**config.mk**
```make
export PLATFORM = sky130hd
export DESIGN_NAME = delimiter_length_deframer_unit
export DESIGN_NICKNAME = d
export VERILOG_FILES = /design/src/hdl/dldf_pkg.sv /design/src/hdl/delimiter_length_deframer_unit.sv /design/src/hdl/dldf_out_reg.sv
export SDC_FILE = /design/constraint.sdc
export NUM_CORES = 1
export LEC_CHECK = 0
export ABC_AREA = 1
export BUFFER_PORTS_ARGS = -buffer_cell sky130_fd_sc_hd__buf_2
export CAP_MARGIN = 20
export CORE_MARGIN = 4
export CORE_UTILIZATION = 60
export DETAILED_ROUTE_END_ITERATION = 16
export HOLD_SLACK_MARGIN = 0.15
export PLACE_DENSITY = 0.88
export SLEW_MARGIN = 20
export SYNTH_ARGS = -nofsm -noshare
export SYNTH_HDL_FRONTEND = slang
export SYNTH_SLANG_ARGS = --single-unit
export TNS_END_PERCENT = 1
```
**constraint.sdc**
```tcl
create_clock -name clock -period 4.6 [get_ports clock]
set_clock_uncertainty 0.2 [all_clocks]
set_input_delay 0.92 -clock clock [delete_from_list [all_inputs] [get_ports clock]]
set_output_delay 0.92 -clock clock [all_outputs]
set_load 0.02 [all_outputs]
```
**src/hdl/dldf_pkg.sv**
```systemverilog
// Shared constants and types of the delimiter and length deframer.
`default_nettype none
package dldf_pkg;
   localparam int MAX_SEP_BYTES_DEF = 8;
   localparam int COUNT_BITS_DEF = 16;

   localparam logic [2:0] REG_DECODE_MODE = 3'd0;
   localparam logic [2:0] REG_FRAME_LENGTH = 3'd1;
   localparam logic [2:0] REG_SEP_PATTERN = 3'd2;
   localparam logic [2:0] REG_SEP_LENGTH = 3'd3;
   localparam logic [2:0] REG_MAX_CHUNK = 3'd4;

   typedef struct packed {
      logic [7:0] out_byte;
      logic has_data;
      logic frame_end;
      logic truncated;
   } result_type;
endpackage
`default_nettype wire

```
**src/hdl/delimiter_length_deframer_unit.sv**
```systemverilog
// Top level of the delimiter and length deframer.
// The block takes one stream byte per transfer on the req_ channel and gives
// frame results on the rsp_ channel. In length mode every byte gives one
// result; in separator mode a byte gives up to eight results, or none while
// it may be part of the separator. Configuration is written on the csr_
// channel, which is always ready. The user must write it only while the
// block is idle; the block does not enforce this. An accepted byte is
// evaluated in the next cycle. A separator mode byte that mismatches then
// passes a release step for each held separator byte that it releases and
// is checked again against the first separator byte. The shared release
// step, which counts the chunk and moves the held byte out, handles one
// byte per cycle while the receiver does not stall. Results leave through
// a single output register, so a result reaches rsp_valid in the cycle
// after it is made. When the receiver stalls, the step that needs the output
// register waits, and req_stall stays high until the byte is done.
// Reset restores the register defaults and empties all frame state.
`default_nettype none
module delimiter_length_deframer_unit #(
   parameter int MAX_SEP_BYTES = dldf_pkg::MAX_SEP_BYTES_DEF,
   parameter int COUNT_BITS = dldf_pkg::COUNT_BITS_DEF
) (
   input wire logic clock,
   input wire logic reset,
   input wire logic req_valid,
   output logic req_stall,
   input wire logic [7:0] req_in_byte,
   output logic rsp_valid,
   input wire logic rsp_stall,
   output logic [7:0] rsp_out_byte,
   output logic rsp_has_data,
   output logic rsp_frame_end,
   output logic rsp_truncated,
   input wire logic csr_valid,
   output logic csr_ready,
   input wire logic [2:0] csr_index,
   input wire logic [63:0] csr_wdata
);
   localparam int LW = (COUNT_BITS > 16) ? COUNT_BITS : 16;
   localparam logic [COUNT_BITS-1:0] CMAX = {COUNT_BITS{1'b1}};
   localparam logic [LW-1:0] CMAX_W = LW'(CMAX);

   localparam logic [1:0] S_IDLE = 2'd0;
   localparam logic [1:0] S_EVAL = 2'd1;
   localparam logic [1:0] S_REL = 2'd2;
   localparam logic [1:0] S_TAIL = 2'd3;

   logic [1:0] state_ff, state_in;
   logic [7:0] byte_ff, byte_in;
   logic [3:0] match_ff, match_in;
   logic [COUNT_BITS-1:0] chunk_ff, chunk_in;
   logic held_valid_ff, held_valid_in;
   logic [7:0] held_byte_ff, held_byte_in;
   logic [2:0] rel_idx_ff, rel_idx_in;
   logic [2:0] rel_end_ff, rel_end_in;

   logic mode_ff, mode_in;
   logic [15:0] frame_len_ff, frame_len_in;
   logic [63:0] pattern_ff, pattern_in;
   logic [3:0] sep_len_ff, sep_len_in;
   logic [15:0] max_chunk_ff, max_chunk_in;

   logic [LW-1:0] frame_w, max_w;
   logic [COUNT_BITS-1:0] frame_lim, max_lim;
   logic [3:0] eff_len;
   logic [3:0] m_eff;
   logic [2:0] sel_idx;
   logic [7:0] sel_byte;
   logic sel_hit;
   logic [7:0] rel_byte;
   logic [COUNT_BITS-1:0] chunk_sat, rel_base;
   logic do_len, do_rel, do_close;
   logic out_free;
   logic emit;
   dldf_pkg::result_type result;

   assign csr_ready = 1'b1;
   assign req_stall = (state_ff != S_IDLE);

   always_comb begin
      frame_w = (frame_len_ff == 16'd0) ? LW'(1) : LW'(frame_len_ff);
      max_w = (max_chunk_ff == 16'd0) ? LW'(1) : LW'(max_chunk_ff);
      frame_lim = (frame_w > CMAX_W) ? CMAX : frame_w[COUNT_BITS-1:0];
      max_lim = (max_w > CMAX_W) ? CMAX : max_w[COUNT_BITS-1:0];
      if (sep_len_ff == 4'd0) begin
         eff_len = 4'd1;
      end else if (sep_len_ff > 4'(MAX_SEP_BYTES)) begin
         eff_len = 4'(MAX_SEP_BYTES);
      end else begin
         eff_len = sep_len_ff;
      end
      m_eff = (match_ff >= eff_len) ? 4'd0 : match_ff;
   end

   always_comb begin
      case (state_ff)
         S_EVAL: sel_idx = m_eff[2:0];
         S_REL: sel_idx = rel_idx_ff;
         default: sel_idx = 3'd0;
      endcase
      sel_byte = pattern_ff[{sel_idx, 3'b000} +: 8];
      sel_hit = (byte_ff == sel_byte);
      rel_byte = (state_ff == S_REL) ? sel_byte : byte_ff;
   end

   always_comb begin
      state_in = state_ff;
      byte_in = byte_ff;
      match_in = match_ff;
      rel_idx_in = rel_idx_ff;
      rel_end_in = rel_end_ff;
      do_len = 1'b0;
      do_rel = 1'b0;
      do_close = 1'b0;
      case (state_ff)
         S_IDLE: begin
            if (req_valid) begin
               byte_in = req_in_byte;
               state_in = S_EVAL;
            end
         end
         S_EVAL: begin
            if (!mode_ff) begin
               if (out_free) begin
                  do_len = 1'b1;
                  state_in = S_IDLE;
               end
            end else if (sel_hit) begin
               if (m_eff + 4'd1 == eff_len) begin
                  if (out_free) begin
                     do_close = 1'b1;
                     match_in = 4'd0;
                     state_in = S_IDLE;
                  end
               end else begin
                  match_in = m_eff + 4'd1;
                  state_in = S_IDLE;
               end
            end else if (m_eff == 4'd0) begin
               state_in = S_TAIL;
            end else begin
               rel_idx_in = 3'd0;
               rel_end_in = 3'(m_eff - 4'd1);
               state_in = S_REL;
            end
         end
         S_REL: begin
            if (!held_valid_ff || out_free) begin
               do_rel = 1'b1;
               rel_idx_in = rel_idx_ff + 3'd1;
               if (rel_idx_ff == rel_end_ff) begin
                  state_in = S_TAIL;
               end
            end
         end
         S_TAIL: begin
            if (sel_hit) begin
               if (eff_len == 4'd1) begin
                  if (out_free) begin
                     do_close = 1'b1;
                     match_in = 4'd0;
                     state_in = S_IDLE;
                  end
               end else begin
                  match_in = 4'd1;
                  state_in = S_IDLE;
               end
            end else if (!held_valid_ff || out_free) begin
               do_rel = 1'b1;
               match_in = 4'd0;
               state_in = S_IDLE;
            end
         end
         default: begin
            state_in = S_IDLE;
         end
      endcase
   end

   always_comb begin
      chunk_in = chunk_ff;
      held_valid_in = held_valid_ff;
      held_byte_in = held_byte_ff;
      emit = 1'b0;
      result = '0;
      chunk_sat = (chunk_ff == CMAX) ? chunk_ff : chunk_ff + 1'b1;
      rel_base = chunk_ff;
      if (do_len) begin
         emit = 1'b1;
         result.out_byte = byte_ff;
         result.has_data = 1'b1;
         if (chunk_sat >= frame_lim) begin
            result.frame_end = 1'b1;
            chunk_in = '0;
         end else begin
            chunk_in = chunk_sat;
         end
      end
      if (do_rel) begin
         if (held_valid_ff) begin
            emit = 1'b1;
            result.out_byte = held_byte_ff;
            result.has_data = 1'b1;
            if (chunk_ff >= max_lim) begin
               result.frame_end = 1'b1;
               result.truncated = 1'b1;
               rel_base = '0;
            end
         end
         held_byte_in = rel_byte;
         held_valid_in = 1'b1;
         chunk_in = (rel_base == CMAX) ? rel_base : rel_base + 1'b1;
      end
      if (do_close) begin
         emit = 1'b1;
         result.out_byte = held_valid_ff ? held_byte_ff : 8'd0;
         result.has_data = held_valid_ff;
         result.frame_end = 1'b1;
         chunk_in = '0;
         held_valid_in = 1'b0;
         held_byte_in = 8'd0;
      end
   end

   always_comb begin
      mode_in = mode_ff;
      frame_len_in = frame_len_ff;
      pattern_in = pattern_ff;
      sep_len_in = sep_len_ff;
      max_chunk_in = max_chunk_ff;
      if (csr_valid) begin
         case (csr_index)
            dldf_pkg::REG_DECODE_MODE: mode_in = csr_wdata[0];
            dldf_pkg::REG_FRAME_LENGTH: frame_len_in = csr_wdata[15:0];
            dldf_pkg::REG_SEP_PATTERN: pattern_in = csr_wdata;
            dldf_pkg::REG_SEP_LENGTH: sep_len_in = csr_wdata[3:0];
            dldf_pkg::REG_MAX_CHUNK: max_chunk_in = csr_wdata[15:0];
            default: begin
            end
         endcase
      end
   end

   logic cfg_clear;
   assign cfg_clear = csr_valid && ((csr_index == dldf_pkg::REG_DECODE_MODE) ||
      (csr_index == dldf_pkg::REG_SEP_PATTERN) || (csr_index == dldf_pkg::REG_SEP_LENGTH));

   always_ff @(posedge clock) begin
      if (reset) begin
         state_ff <= S_IDLE;
         match_ff <= 4'd0;
         chunk_ff <= '0;
         held_valid_ff <= 1'b0;
         held_byte_ff <= 8'd0;
         mode_ff <= 1'b0;
         frame_len_ff <= 16'd1;
         pattern_ff <= 64'd10;
         sep_len_ff <= 4'd1;
         max_chunk_ff <= 16'hFFFF;
      end else begin
         state_ff <= state_in;
         mode_ff <= mode_in;
         frame_len_ff <= frame_len_in;
         pattern_ff <= pattern_in;
         sep_len_ff <= sep_len_in;
         max_chunk_ff <= max_chunk_in;
         if (cfg_clear) begin
            match_ff <= 4'd0;
            chunk_ff <= '0;
            held_valid_ff <= 1'b0;
            held_byte_ff <= 8'd0;
         end else begin
            match_ff <= match_in;
            chunk_ff <= chunk_in;
            held_valid_ff <= held_valid_in;
            held_byte_ff <= held_byte_in;
         end
      end
   end

   always_ff @(posedge clock) begin
      byte_ff <= byte_in;
      rel_idx_ff <= rel_idx_in;
      rel_end_ff <= rel_end_in;
   end

   dldf_out_reg u_out_reg (
      .clock(clock),
      .reset(reset),
      .load(emit),
      .result(result),
      .out_free(out_free),
      .rsp_valid(rsp_valid),
      .rsp_stall(rsp_stall),
      .rsp_out_byte(rsp_out_byte),
      .rsp_has_data(rsp_has_data),
      .rsp_frame_end(rsp_frame_end),
      .rsp_truncated(rsp_truncated)
   );
endmodule
`default_nettype wire

```
**src/hdl/dldf_out_reg.sv**
```systemverilog
// Result register that holds one result until the receiver takes it.
`default_nettype none
module dldf_out_reg (
   input wire logic clock,
   input wire logic reset,
   input wire logic load,
   input wire dldf_pkg::result_type result,
   output logic out_free,
   output logic rsp_valid,
   input wire logic rsp_stall,
   output logic [7:0] rsp_out_byte,
   output logic rsp_has_data,
   output logic rsp_frame_end,
   output logic rsp_truncated
);
   logic valid_ff;
   logic valid_in;
   dldf_pkg::result_type data_ff;

   assign out_free = !valid_ff || !rsp_stall;
   assign valid_in = load || (valid_ff && rsp_stall);

   always_ff @(posedge clock) begin
      if (reset) begin
         valid_ff <= 1'b0;
      end else begin
         valid_ff <= valid_in;
      end
   end

   always_ff @(posedge clock) begin
      if (load) begin
         data_ff <= result;
      end
   end

   assign rsp_valid = valid_ff;
   assign rsp_out_byte = data_ff.out_byte;
   assign rsp_has_data = data_ff.has_data;
   assign rsp_frame_end = data_ff.frame_end;
   assign rsp_truncated = data_ff.truncated;
endmodule
`default_nettype wire
```
; After elaboration in Yosys (flattened, before gate mapping)
; Cells that the tools add are included.
[op_classes]
add_sub_neg = 5
mul = 0
div = 0
n_lt_le_gt_ge = 6
eq_ne = 21
n_shift = 1
mux = 65
n_bitwise = 2
n_reduce_logical = 33
[op_table]
columns = op, n
row1 = $mux W16, 12
row2 = $shiftx A64 B7 Y8, 1
row3 = $mux W4, 10
row4 = $add A16 B1 Y16 const B, 2
row5 = $eq A16 B16 Y1 const B, 2
row6 = $ge A16 B16 Y1, 2
row7 = $gt A16 B16 Y1 const B, 2
row8 = $logic_not A16 Y1, 2
row9 = $mux W11, 2
row10 = $mux W2, 11
row11 = $mux W10, 2
row12 = $mux W1, 16
row13 = $mux W8, 2
row14 = $reduce_and A2 Y1, 7
row15 = $mux W3, 4
row16 = $pmux W3 S2, 2
row17 = $reduce_and A4 Y1, 3
row18 = $ne A2 B2 Y1 const B, 5
row19 = $eq A8 B8 Y1, 1
row20 = $logic_not A4 Y1, 2
row21 = $pmux W2 S4, 1
row22 = $pmux W4 S2, 1
row23 = $reduce_bool A2 Y1, 4
row24 = $eq A3 B2 Y1 const B, 2
row25 = other kinds (24), 35
[totals]
regBits = 158
latchBits = 0
mem_bits_rw = 0
mem_bits_ro = 0
input_bits = 80
out_inout_bits = 14
word_cells = 151
memories = 0

; Logic depth before layout (Yosys ltp)
[depth]
ltp_word = 14
depth_mapped = 31
mapped_depth_nobuf = 30

; Cells and area by module
; Synthesis repeated with hierarchy kept, for this count alone.
[unflattened]
cells_unflattened = 1368
hier_area_um2 = 9360.2
[modules_own_cells]
columns = mod, instances, cells_per_inst, area_each_um2, seq_area_each_um2
row1 = delimiter_length_deframer_unit, 1, 1353, 8991.1, 3062.9
row2 = dldf_out_reg, 1, 15, 369.1, 350.3

; Worst setup path before layout
; OpenSTA, ideal clock, no wires.
[synth_path]
path_kind = reg-to-reg
start = register sep_len_ff[1]
end = register u_out_reg.data_ff (netlist bit u_out_reg.rsp_frame_end), enable pin
setup_ns = 0.345
arrival_time_ns = 3.374
t_required_ns = 4.055
setup_slack_ns = 0.681
stages_incl_launch_ff = 29
path_buffers = 1
period_less_slack_ns = 3.919
cell_sequence = dfxtp_1 > nor3_1 > a21oi_1 > inv_1 > ha_1 > inv_1 > nand2_1 > nand2_1 > nand2_1 > nand2_2 > nand2_2 > nor2_1 > inv_1 > ha_1 > inv_1 > xor2_1 > a21oi_1 > o21ai_0 > a21oi_1 > o21a_1 > nand2_1 > inv_1 > a21oi_1 > nor2_1 > nand2_1 > buf_4 > nand2_1 > inv_1 > nand2_1
[synth_between]
elab_chain_len = 12
word_cells_on_any_way = 22
cone_classes = add/sub: 1 / order compare: 2 / eq/ne: 3 / shift: 1 / mux: 14 / reduce/logical: 1
[synth_lines]
columns = element, line
row1 = from (decl), delimiter_length_deframer_unit.sv:59  ; logic [3:0] sep_len_ff, sep_len_in;
row2 = from (signal assigned), delimiter_length_deframer_unit.sv:264  ; sep_len_ff <= sep_len_in;
row3 = $gt A4 B4 Y1, delimiter_length_deframer_unit.sv:86  ; end else if (sep_len_ff > 4'(MAX_SEP_BYTES)) begin
row4 = $mux W4, delimiter_length_deframer_unit.sv:86
row5 = $mux W4 (*), delimiter_length_deframer_unit.sv:84  ; if (sep_len_ff == 4'd0) begin
row6 = $ge A4 B4 Y1, delimiter_length_deframer_unit.sv:91  ; m_eff = (match_ff >= eff_len) ? 4'd0 : match_ff;
row7 = $mux W4, delimiter_length_deframer_unit.sv:91
row8 = $pmux W3 S2 / $add A4 B1 Y4 (equally long branches), "delimiter_length_deframer_unit.sv:95, delimiter_length_deframer_unit.sv:128"
row9 = $shiftx A64 B7 Y8 / $eq A4 B4 Y1 (equally long branches), "delimiter_length_deframer_unit.sv:100, delimiter_length_deframer_unit.sv:128"
row10 = $eq A8 B8 Y1 / $mux W1 (equally long branches), "delimiter_length_deframer_unit.sv:101, delimiter_length_deframer_unit.sv:128"
row11 = $mux W1 (on tied branches), "delimiter_length_deframer_unit.sv:156, delimiter_length_deframer_unit.sv:127"
row12 = $pmux W1 S2 / $mux W1 (equally long branches), "delimiter_length_deframer_unit.sv:114, delimiter_length_deframer_unit.sv:122"
row13 = $mux W1 / $pmux W1 S2 (equally long branches), "delimiter_length_deframer_unit.sv:198, delimiter_length_deframer_unit.sv:114"
row14 = $mux W1 (*), delimiter_length_deframer_unit.sv:213  ; if (do_close) begin
row15 = net emit, delimiter_length_deframer_unit.sv:73  ; logic emit;
row16 = to (signal assigned), dldf_out_reg.sv:33  ; data_ff <= result;
row17 = to (decl), dldf_out_reg.sv:18  ; dldf_pkg::result_type data_ff;
; Mark *: on every way through the listed nets, which the timed path passes. The rest lies on a longest branch.
; A chain may end at the register's enable or synchronous reset.

; Final worst setup path
[layout_path]
start = register sep_len_ff[1]
end = register chunk_ff[13]
[layout_between]
elab_chain_len = 12
word_cells_on_any_way = 23
cone_classes = add/sub: 1 / order compare: 2 / eq/ne: 3 / shift: 1 / mux: 13 / reduce/logical: 3
[layout_lines]
columns = element, line
row1 = $gt A4 B4 Y1, delimiter_length_deframer_unit.sv:86
row2 = $mux W4, delimiter_length_deframer_unit.sv:86
row3 = $mux W4 (*), delimiter_length_deframer_unit.sv:84
row4 = $ge A4 B4 Y1, delimiter_length_deframer_unit.sv:91
row5 = $mux W4, delimiter_length_deframer_unit.sv:91
row6 = $pmux W3 S2 / $add A4 B1 Y4 (equally long branches), "delimiter_length_deframer_unit.sv:95, delimiter_length_deframer_unit.sv:128"
row7 = $shiftx A64 B7 Y8 / $eq A4 B4 Y1 (equally long branches), "delimiter_length_deframer_unit.sv:100, delimiter_length_deframer_unit.sv:128"
row8 = $eq A8 B8 Y1 / $mux W1 (equally long branches), "delimiter_length_deframer_unit.sv:101, delimiter_length_deframer_unit.sv:128"
row9 = $mux W1, delimiter_length_deframer_unit.sv:127  ; end else if (sel_hit) begin
row10 = $mux W1, delimiter_length_deframer_unit.sv:122  ; if (!mode_ff) begin
row11 = $pmux W1 S2, delimiter_length_deframer_unit.sv:114  ; case (state_ff)
row12 = $reduce_or A3 Y1 (no line), --
row13 = to (signal assigned), delimiter_length_deframer_unit.sv:273  ; chunk_ff <= chunk_in;
row14 = to (decl), delimiter_length_deframer_unit.sv:50  ; logic [COUNT_BITS-1:0] chunk_ff, chunk_in;
; Mark *: on every way between the ends. The rest lies on a longest branch, timed or not.

==> results.yml <==
cts:
  numCtsBuffers: 17
  clk_pin_slew_ns: 0.07
  ctsHoldBuffers: 0
  cts-htree-levels: 4
  max-clock-path-buffers: 2
  cts_root_buf: "clkbuf_16"
  cts_tree: "built"
  cts_sinks: 158
  insertion_delay_ns: 0.43
synth:
  synth.distinct_cells: 44
  syn_avg_cell_area_um2: 6.73
  synth-xor-area-share_pct: 2.33
  synthCells: 1396
  synthMuxAreaShare_pct: 0
  yosysWarningCount: 0
  synth_nets: 1522
  synth_common_cells: "nor2_1 (281), nand2_1 (243), inv_1 (144)"
  ys_seq_area_share_pct: 36.3
  syn_area_mm2: 0.00940
  synth_compound_area_share_pct: 13.5
  synth-edff-count: 25
  yosys.area_share.simple_pct: 32.3
  synth_most_common_cell: "nor2_1"
  async_reset_ff_share_pct: 0
  synth_top_area_cell: "dfxtp_1"
  synth_fa_ha_area_share_pct: 6.13
  synth_top_family_by_area: "simple AND/OR/NAND/NOR gates"
  synth_area_leaders: "dfxtp_1 (28%), nor2_1 (11%), nand2_1 (9.7%)"
  ys.flop_type: "dfxtp_1"
  ys_ff_latch: 158
  synth_top_area_share_pct: 28.3
pwr:
  seqPwrFrac_pct: 42.4
  clkPwrFrac_pct: 40.9
  ir_drop_uv: 262
  power.leakage_uw: 0.00494
  net-switching-power_uw: 1130
  sw_frac_of_total_pct: 31.3
  combPwrFrac_pct: 16.7
  internal-power_uw: 2470
  p_per_area_mw_per_mm2: 338
timing:
  max_slew.worst_pin.slew_ns: 0.826
  slew_violations: 0
  slew_headroom_pct: 44.9
  min_period_ns: 4.21
  grt_setup_unrepaired: "no"
  setup_tns_ns: 0
  hold_viol: 0
  setup_viol: 0
  min_period_over_period_pct: 91.6
  maxClockFrequency_mhz: 237
critical_path:
  r2r_slack_ns: 0.39
  crit_fanout: 27
  cp.arrival_ns: 4.34
  rr_worst_depth: 27
  reg2reg_to: "chunk_ff[13]"
  cp_data_required_time_ns: 4.73
  cp-startpoint: "sep_len_ff[1]"
  cp-end-kind: "register"
  rr_startpoint: "sep_len_ff[1]"
  crit_type: "reg2reg"
  crit_end: "chunk_ff[13]"
  crit_path_start_kind: "register"
placement:
  dp_hpwl_um: 19500
  place_area_mm2: 0.00998
  portBuffers: 92
  gp_congestion: 0.969
run_status:
  status: "finished clean"
layout:
  syn2layout_area_growth_pct: 13.1
  fillers: 1281
  layout.nets: 1592
  layout-drive-gt1-share_pct: 12.4
  antenna_cells: 0
  postLayoutCellArea_mm2: 0.0106
grt:
  grt_usage_pct: 29.9
  grt_max_degree: 66
  antenna_found_initial: 0
  grt_overflow_total: 0
  grt_pass1_wl_um: 43100
  grt_pass1_vias: 8868
drt:
  wl_um: 26800
  drc: 0
  vias: 9633
  drtPass1Iterations: 8
  ant_nets: 0
  drt-wirelength-per-cell_um: 15.9
  viasPerCell: 5.70
  drtIter0Drc: 1145
hold_path:
  hold-path-cell-count: 2
  holdCritPathClass: "reg2reg"
die:
  dieArea_mm2: 0.0177
  core_mm2: 0.0153
  ios: 94
  start_util_pct: 61.6
  die-height_um: 133
  die_w_um: 133
  fp-row-count: 45
flow_run:
  maxCapViolCount: 0
==> worst min-delay path by stage <==
| stage | end | slack [ns] | start |
|---|---|---|---|
| 6_report | pattern_ff[1] | 0.27 | pattern_ff[1] |
| 5_1_grt | frame_len_ff[11] | 0.31 | frame_len_ff[11] |
| 4_1_cts | pattern_ff[1] | 0.27 | pattern_ff[1] |
| 3_5_place_dp | pattern_ff[1] | 0.26 | pattern_ff[1] |
| 3_3_place_gp | pattern_ff[3] | 0.24 | pattern_ff[3] |
| 2_1_floorplan | sep_len_ff[0] | 0.23 | sep_len_ff[0] |
==> per-stage QoR <==
step	instances	total power [uW]	utilization [%]	hold slack (ns)	setup slack, ns
final	1690	3600	69.7	0.271	0.388
after global routing	1690	3730	69.7	0.312	0.0321
after CTS	1690	3580	69.5	0.273	0.127
after detailed placement	1658	2140	65.4	0.256	0.156
after global placement	1658	2120	65.4	0.241	0.272
after floorplan	1396	1950	-	0.229	0.681
==> cells in the final DEF (no fill, tap or decap), types with 19 or more instances in the layout <==
cell	synthesis	layout
nor2_1	281	279
nand2_1	243	242
inv_1	144	143
nand3_1	131	131
dfxtp_1	133	131
o21ai_0	131	130
buf_2	16	92
a21oi_1	54	54
ha_1	46	46
edfxtp_1	25	25
buf_4	5	22
nor3_1	19	19
==> cell type report <==
| cell class | count | area [um^2] | share of cell area, % |
|---|---|---|---|
| inverters | 153 | 581 | 5.46 |
| clock inverters | 15 | 200 | 1.88 |
| repair buffers | 114 | 626 | 5.89 |
| flip-flops and latches | 158 | 3420 | 32.1 |
| multi-input cells | 1022 | 5120 | 48.2 |
| well taps | 211 | 264 | 2.48 |
| clock buffers | 17 | 425 | 4.00 |
==> sequential cells by signal, indices dropped and copies added, names as in the netlist, 8 cells and up <==
register / flops
pattern_ff: 64
chunk_ff: 16
frame_len_ff: 16
max_chunk_ff: 16
byte_ff: 8
held_byte_ff: 8
u_out_reg.rsp_out_byte: 8
==> critical path, stage by stage (launching register included) <==
cell     delay [ns]
dfxtp_1        0.33
nor3_1         0.27
a21oi_1        0.08
inv_1          0.10
ha_1           0.23
inv_1          0.05
nand2_1        0.04
nand2_1        0.05
nand2_1        0.06
nand2_2        0.09
nand4_2        0.08
nand2_2        0.17
buf_4          0.31
nand3_1        0.12
nand3_1        0.14
nand3_1        0.14
nand2_1        0.13
nand2_1        0.07
nand2_1        0.07
nand2_1        0.08
nor2_4         0.19
nand2_4        0.14
nand3_4        0.10
buf_4          0.25
nand3_2        0.10
buf_4          0.23
o21ai_0        0.19
nor2_1         0.07
==> repair_timing <==
item | CTS | global route
resized for setup | 0 | 10
setup endpoints to repair | 0 | 44
setup buffers | 0 | 0
==> power by group through the flow <==
stage | Sequential (uW) | Clock, uW | Combinational, uW
2_1_floorplan | 1550 | 0 | 401
3_3_place_gp | 1550 | 0 | 568
3_5_place_dp | 1550 | 0 | 580
4_1_cts | 1520 | 1470 | 586
5_1_grt | 1530 | 1530 | 672
6_report | 1530 | 1470 | 599
==> kinds of logic after synthesis <==
kind of cell,count (synthesis)
compound gates,236
other cells,1
flops,158
simple gates,714
fa+ha+maj,46
xor+xnor,25
buf+inv,216
==> metal layers <==
| layer | wire length, um | global-route usage (%) | vias to the layer above | part of all wire (%) |
|---|---|---|---|---|
| met2 | 12800 | 51.5 | 508 | 48 |
| met5 | 0 | 0 | - | 0 |
| li1 | - | - | 4690 | - |
| met4 | 1300 | 14.2 | 0 | 4.8 |
| met3 | 2040 | 4.91 | 97 | 7.6 |
| met1 | 10700 | 36.7 | 4338 | 40 |
(Power assumes the default switching activity.)
